==> config.mk <==
export PLATFORM = sky130hd
export DESIGN_NAME = dtcbf_select
export DESIGN_NICKNAME = d
export VERILOG_FILES = /design/src/sv/dtcbf_pkg.sv /design/src/sv/dtcbf_select.sv
export SDC_FILE = /design/constraint.sdc
export NUM_CORES = 2
export LEC_CHECK = 0
export CAP_MARGIN = 20
export CORE_MARGIN = 4
export CORE_UTILIZATION = 53
export CTS_BUF_LIST = sky130_fd_sc_hd__clkbuf_4 sky130_fd_sc_hd__clkbuf_8 sky130_fd_sc_hd__clkbuf_16
export CTS_CLUSTER_DIAMETER = 200
export DETAILED_ROUTE_END_ITERATION = 16
export DONT_BUFFER_PORTS = 1
export HOLD_SLACK_MARGIN = 0.03
export PLACE_DENSITY = 0.75
export RECOVER_POWER = 25
export SLEW_MARGIN = 10
export SYNTH_ARGS = -nofsm -noshare
export SYNTH_HDL_FRONTEND = slang
export SYNTH_SLANG_ARGS = --single-unit
export TNS_END_PERCENT = 100
==> constraint.sdc <==
create_clock -name clk_i -period 15.5 [get_ports clk_i]
set_input_delay 0.775 -clock clk_i [delete_from_list [all_inputs] [get_ports clk_i]]
set_output_delay 0.775 -clock clk_i [all_outputs]
set_load 0.02 [all_outputs]
==> src/sv/dtcbf_pkg.sv <==
// Shared widths, constants and the result type for the dead-time code best-fit unit.
`default_nettype none
package dtcbf_pkg;
  localparam int unsigned TickFracBitsDef = 12;
  localparam int unsigned NsW = 22;
  localparam int unsigned ClkW = 29;
  localparam int unsigned DivW = 3;
  localparam int unsigned CodeW = 8;
  localparam int unsigned RegionW = 2;
  localparam int unsigned NumW = NsW + ClkW;   // desired * clk
  localparam int unsigned DenWX = 33;          // div * 1e9 < 2^33 for div<=7
  localparam logic [ClkW-1:0] ClkReset = 29'd170000000;
  localparam logic [DivW-1:0] DivReset = 3'd1;
  localparam logic [32:0] NsPerS = 33'd1000000000;
  localparam int unsigned OutMaxW = 22;
  localparam logic [OutMaxW-1:0] OutMax = 22'h3FFFFF;
  localparam int unsigned TicksW = 10;          // up to 31*16+512 = 1008
  // ticks * den stays below 2^43, but the error can reach num's full width
  localparam int unsigned ProdW = NumW;
  localparam int unsigned CfgIdxW = 2;
  localparam logic [CfgIdxW-1:0] RegClk = 2'd0;
  localparam logic [CfgIdxW-1:0] RegDiv = 2'd1;

  typedef struct packed {
    logic [CodeW-1:0]   code;
    logic [RegionW-1:0] region;
    logic [ProdW-1:0]   actual;
    logic [ProdW-1:0]   err;
  } fit_t;
endpackage
`default_nettype wire

==> src/sv/dtcbf_select.sv <==
// Region candidates from the tick target and first-smallest-error pick.
`default_nettype none
module dtcbf_select #(
  parameter int unsigned TickFracBits = dtcbf_pkg::TickFracBitsDef,
  parameter int unsigned TW = dtcbf_pkg::NumW + TickFracBits - 29
) (
  input  wire logic                          clk_i,
  input  wire logic                          rst_ni,
  input  wire logic                          valid_i,
  input  wire logic [TW-1:0]                 t_i,
  input  wire logic [dtcbf_pkg::NumW-1:0]    num_i,
  input  wire logic [dtcbf_pkg::DenWX-1:0]   den_i,
  output logic                               valid_o,
  output dtcbf_pkg::fit_t                    fit_o
);
  localparam int unsigned PW = dtcbf_pkg::ProdW;
  localparam int unsigned TicksW = dtcbf_pkg::TicksW;
  localparam logic [TW:0] One = (TW+1)'(1) << TickFracBits;

  // stage A: fields and ticks
  logic [TW:0] r0, r1, r2, r3;
  logic [TW:0] m0, m1, m2, m3;
  logic [6:0]  x0;
  logic [5:0]  x1;
  logic [4:0]  x2, x3;
  always_comb begin
    r0 = {1'b0, t_i} + (One >> 1);
    r1 = {1'b0, t_i} + One;
    r2 = {1'b0, t_i} + (One << 2);
    r3 = {1'b0, t_i} + (One << 3);
    m0 = r0 >> TickFracBits;
    m1 = r1 >> (TickFracBits + 1);
    m2 = r2 >> (TickFracBits + 3);
    m3 = r3 >> (TickFracBits + 4);
    x0 = (m0 > (TW+1)'(127)) ? 7'd127 : m0[6:0];
    x1 = (m1 < (TW+1)'(64)) ? 6'd0 : (m1 > (TW+1)'(127)) ? 6'd63 : 6'(m1 - (TW+1)'(64));
    x2 = (m2 < (TW+1)'(32)) ? 5'd0 : (m2 > (TW+1)'(63)) ? 5'd31 : 5'(m2 - (TW+1)'(32));
    x3 = (m3 < (TW+1)'(32)) ? 5'd0 : (m3 > (TW+1)'(63)) ? 5'd31 : 5'(m3 - (TW+1)'(32));
  end

  logic                         va_q;
  logic [TicksW-1:0]            tk_q [4];
  logic [7:0]                   cd_q [4];
  logic [dtcbf_pkg::NumW-1:0]   numa_q;
  logic [dtcbf_pkg::DenWX-1:0]  dena_q;
  always_ff @(posedge clk_i or negedge rst_ni) begin
    if (!rst_ni) va_q <= 1'b0;
    else va_q <= valid_i;
  end
  always_ff @(posedge clk_i) begin
    tk_q[0] <= TicksW'(x0);
    tk_q[1] <= TicksW'({1'b1, x1, 1'b0});
    tk_q[2] <= TicksW'({1'b1, x2, 3'b000});
    tk_q[3] <= TicksW'({1'b1, x3, 4'b0000});
    cd_q[0] <= {1'b0, x0};
    cd_q[1] <= {2'b10, x1};
    cd_q[2] <= {3'b110, x2};
    cd_q[3] <= {3'b111, x3};
    numa_q  <= num_i;
    dena_q  <= den_i;
  end

  // stage B: ticks * den (10x33 each)
  logic              vb_q;
  logic [PW-1:0]     a_q [4];
  logic [7:0]        cdb_q [4];
  logic [PW-1:0]     numb_q;
  always_ff @(posedge clk_i or negedge rst_ni) begin
    if (!rst_ni) vb_q <= 1'b0;
    else vb_q <= va_q;
  end
  for (genvar k = 0; k < 4; k++) begin : g_mul
    always_ff @(posedge clk_i) begin
      a_q[k]   <= PW'(tk_q[k]) * PW'(dena_q);
      cdb_q[k] <= cd_q[k];
    end
  end
  always_ff @(posedge clk_i) numb_q <= PW'(numa_q);

  // stage C: errors
  logic          vc_q;
  logic [PW-1:0] e_q [4];
  logic [PW-1:0] ac_q [4];
  logic [7:0]    cdc_q [4];
  always_ff @(posedge clk_i or negedge rst_ni) begin
    if (!rst_ni) vc_q <= 1'b0;
    else vc_q <= vb_q;
  end
  for (genvar k = 0; k < 4; k++) begin : g_err
    always_ff @(posedge clk_i) begin
      e_q[k]   <= (a_q[k] >= numb_q) ? a_q[k] - numb_q : numb_q - a_q[k];
      ac_q[k]  <= a_q[k];
      cdc_q[k] <= cdb_q[k];
    end
  end

  // stage D: pairwise pick, then final
  logic          vd_q;
  logic          p01, p23;
  dtcbf_pkg::fit_t lo_q, hi_q;
  always_comb begin
    p01 = e_q[1] < e_q[0];
    p23 = e_q[3] < e_q[2];
  end
  always_ff @(posedge clk_i or negedge rst_ni) begin
    if (!rst_ni) vd_q <= 1'b0;
    else vd_q <= vc_q;
  end
  always_ff @(posedge clk_i) begin
    lo_q <= p01 ? '{cdc_q[1], 2'd1, ac_q[1], e_q[1]} : '{cdc_q[0], 2'd0, ac_q[0], e_q[0]};
    hi_q <= p23 ? '{cdc_q[3], 2'd3, ac_q[3], e_q[3]} : '{cdc_q[2], 2'd2, ac_q[2], e_q[2]};
  end

  logic ve_q;
  dtcbf_pkg::fit_t fit_q;
  always_ff @(posedge clk_i or negedge rst_ni) begin
    if (!rst_ni) ve_q <= 1'b0;
    else ve_q <= vd_q;
  end
  always_ff @(posedge clk_i) fit_q <= (hi_q.err < lo_q.err) ? hi_q : lo_q;

  assign valid_o = ve_q;
  assign fit_o   = fit_q;
endmodule
`default_nettype wire

==> results.py <==
metrics = {
    "sta": {
        "rsz0062_at_grt": "no",
        "tns_ns": 0,
        "worstMarginPinSlew_ns": 1.16,
        "slew_viol_final": 0,
        "timing.hold.ws_ns": 0.0756,
        "min_period_ns": 6.66,
        "fmax_mhz": 150,
        "hold_viol_final": 0,
        "finalClockSkew_ns": 0.0454,
        "relSlewSlack": 0.224,
        "final.period_utilization": 0.430,
        "setup_viol": 0,
    },
    "floorplanning": {
        "fp-row-count": 140,
        "fp.dieH_um": 391,
        "coreArea_um2": 146000,
        "dieWidth_um": 391,
        "dieArea_um2": 153000,
        "ios": 234,
        "start_util": 0.533,
    },
    "power": {
        "vdd_drop_max_mv": 0.177,
        "power_density_nw_per_um2": 236,
        "p_leak_nw": 40.3,
    },
    "outcome": {
        "status": "completed",
    },
    "clocking": {
        "clkTransAtPathRegs_ns": 0.07,
        "cts_resized": 0,
        "cts_buffers": 108,
        "cts_setup_buffers": 0,
        "cts_tree": "done",
        "htree_levels": 3,
        "worstSkewPairLatency_ns": 0.75,
        "cts_sinks": 1040,
        "postCtsHoldBufs": 65,
        "cts_buffer_depth": 3,
        "clockRootBuffer": "clkbuf_16",
    },
    "global_route": {
        "grt_max_degree": 50,
        "grt_pass1_vias": 60857,
        "grt_pass1_wl_um": 357000,
        "antenna_found_initial": 15,
        "overflow": 0,
        "grt_usage": 0.304,
    },
    "worst_hold_path": {
        "min_to": "numa_q[13]",
        "whs_path_depth": 0,
        "min_from": "num_i[13]",
        "hp-class": "input port to flip-flop",
    },
    "setup_path": {
        "crit_family": "adder cells",
        "r2r_cells": 20,
        "arrival_ns": 7.34,
        "reg2reg_from": "dena_q[11]",
        "path_cells": "nand2_1, fa_1, inv_1, fa_1, ha_1, fa_1, inv_1, fa_1, inv_1, ha_1, a21oi_1, nor4_1, o21a_1, a311o_1, o21ba_2, o21ai_0, a21boi_0, o21ai_0, a21oi_1, xnor2_1",
        "path_class": "flip-flop to flip-flop",
        "max_stage_delay_ns": 1.03,
        "r2r_end": "a_q[0][37]",
        "cpMaxStageDelayCell": "dfxtp_1",
        "cp-start-kind": "flip-flop",
        "cp_common_cell": "fa_1",
        "end_kind": "flip-flop",
        "critPathBufInv": 3,
        "worst-path-stages": 20,
        "worst_ep_required_time_ns": 16.17,
        "ff2ff_setup_slack_ns": 8.84,
        "critPathMaxFanout": 26,
    },
    "cells_and_area": {
        "final_cell_mix": "dfxtp_1 (1035), inv_1 (995), ha_1 (959)",
        "fillCellCount": 12597,
        "drive_above_1_share": 0.0721,
        "layout.nets": 9889,
        "stdcell_count": 10264,
        "final_area_um2": 83600,
        "area_growth_pct": 7.76,
        "final_common_cell": "dfxtp_1",
    },
    "logic_synthesis": {
        "synth_flop_cell": "dfxtp_1",
        "synth_edf_count": 0,
        "yosys_register_bits": 1040,
        "synth_cell_types": 98,
        "ys_warn_count": 0,
        "async_reset_ff_frac": 0.00481,
        "syn_avg_cell_area_um2": 9.26,
        "syn_inst": 8376,
        "ys_seq_area_frac": 0.269,
        "netlist_area_um2": 77600,
    },
    "drt": {
        "num_vias": 59896,
        "final_antenna_net_count": 0,
        "drc": 0,
        "wl_per_cell_um": 22.9,
        "wirelength_um": 235000,
        "dr.pass1.iters": 5,
        "drt_iter0_drc": 4775,
        "viasPerCell": 5.84,
    },
    "job": {
        "max-cap-violations": 0,
    },
    "placement": {
        "portBuffers": 0,
        "dp.final_hpwl_um": 189000,
        "dp.cells": 9981,
        "gp_congestion": 0.958,
        "post_dp_cell_area_um2": 79000,
    },
}
worst reg2reg max path, delay by kind of cell (launching register included):
family | cells | cell delay, ns
AO/OA/AOI/OAI | 8 | 2.22
AND/OR/NAND/NOR | 2 | 0.31
adder cells (fa/ha/maj) | 6 | 2.78
XOR/XNOR | 1 | 0.13
buffers and inverters | 3 | 0.14
flip-flops | 1 | 1.03
report_power, final:
part | total (mW) | leakage, nW | switching (mW) | internal, mW
Combinational | 12.1 | 29.6 | 7.23 | 4.87
Sequential | 4.88 | 8.76 | 1.01 | 3.86
Clock | 2.77 | 1.90 | 1.18 | 1.59
state kept, by name, summed over array words and instances (netlist names), 33 cells and up:
register  count
a_q         163
ac_q        163
dena_q       33
e_q         202
fit_o       104
hi_q         97
lo_q        102
numa_q       51
numb_q       51
logic make-up after synthesis:
| group | after synthesis | share of synthesized area |
|---|---|---|
| multiplexers | 343 | 0.0491 |
| AO/OA/AOI/OAI | 1769 | 0.145 |
| adder cells (fa/ha/maj) | 1525 | 0.301 |
| flip-flops | 1040 | 0.269 |
| XOR/XNOR | 361 | 0.0407 |
| buffers and inverters | 1395 | 0.0696 |
| AND/OR/NAND/NOR | 1942 | 0.126 |
| other | 1 | 0.0000483 |
cell type report:
type / instances / area (um2) / area share
multi-input cells: 5948 / 51400 / 0.615
flip-flops and latches: 1040 / 20800 / 0.249
inverters: 996 / 3740 / 0.0447
clock buffers: 136 / 3010 / 0.0360
well taps: 1917 / 2400 / 0.0287
repair buffers: 149 / 1350 / 0.0162
clock inverters: 65 / 820 / 0.00980
diodes: 13 / 32.5 / 0.000389
Yosys cell counts, types with 113 or more instances:
cell type / number / area [um2]
a21oi_1: 578 / 2890
dfxtp_1: 1035 / 20700
and2_1: 453 / 2830
o21ai_0: 263 / 1320
xnor2_1: 219 / 1920
nand4_1: 113 / 707
mux2_2: 240 / 2700
ha_1: 959 / 12000
inv_1: 995 / 3730
nand2_1: 655 / 2460
a21o_1: 332 / 2490
xor2_1: 142 / 1240
clkbuf_1: 301 / 1130
fa_1: 566 / 11300
nor2_1: 275 / 1030
per-layer routing:
| metal | routed length [um] | track usage | vias up |
|---|---|---|---|
| met1 | 105000 | 0.423 | 29673 |
| met4 | 8660 | 0.0993 | 0 |
| met2 | 106000 | 0.489 | 1979 |
| met5 | 0 | 0 | - |
| li1 | - | - | 27826 |
| met3 | 15200 | 0.0403 | 418 |
per-stage QoR:
step,utilization,total power [mW],setup WS (ns)
global route,0.574,21.3,8.51
floorplan,-,13.1,9.67
detailed placement,0.543,16.7,8.59
finish,0.574,19.8,8.84
global placement,0.543,16.5,8.75
CTS,0.574,19.6,8.57
how the worst max path moves through the flow:
stage / start / end
3_5_place_dp: dena_q[6] / a_q[0][35]
2_1_floorplan: tk_q[1][3] / a_q[1][35]
5_1_grt: dena_q[11] / a_q[0][39]
4_1_cts: dena_q[6] / a_q[0][35]
6_report: dena_q[11] / a_q[0][37]
3_3_place_gp: dena_q[6] / a_q[0][35]
Power figures use the tool's default switching activity.
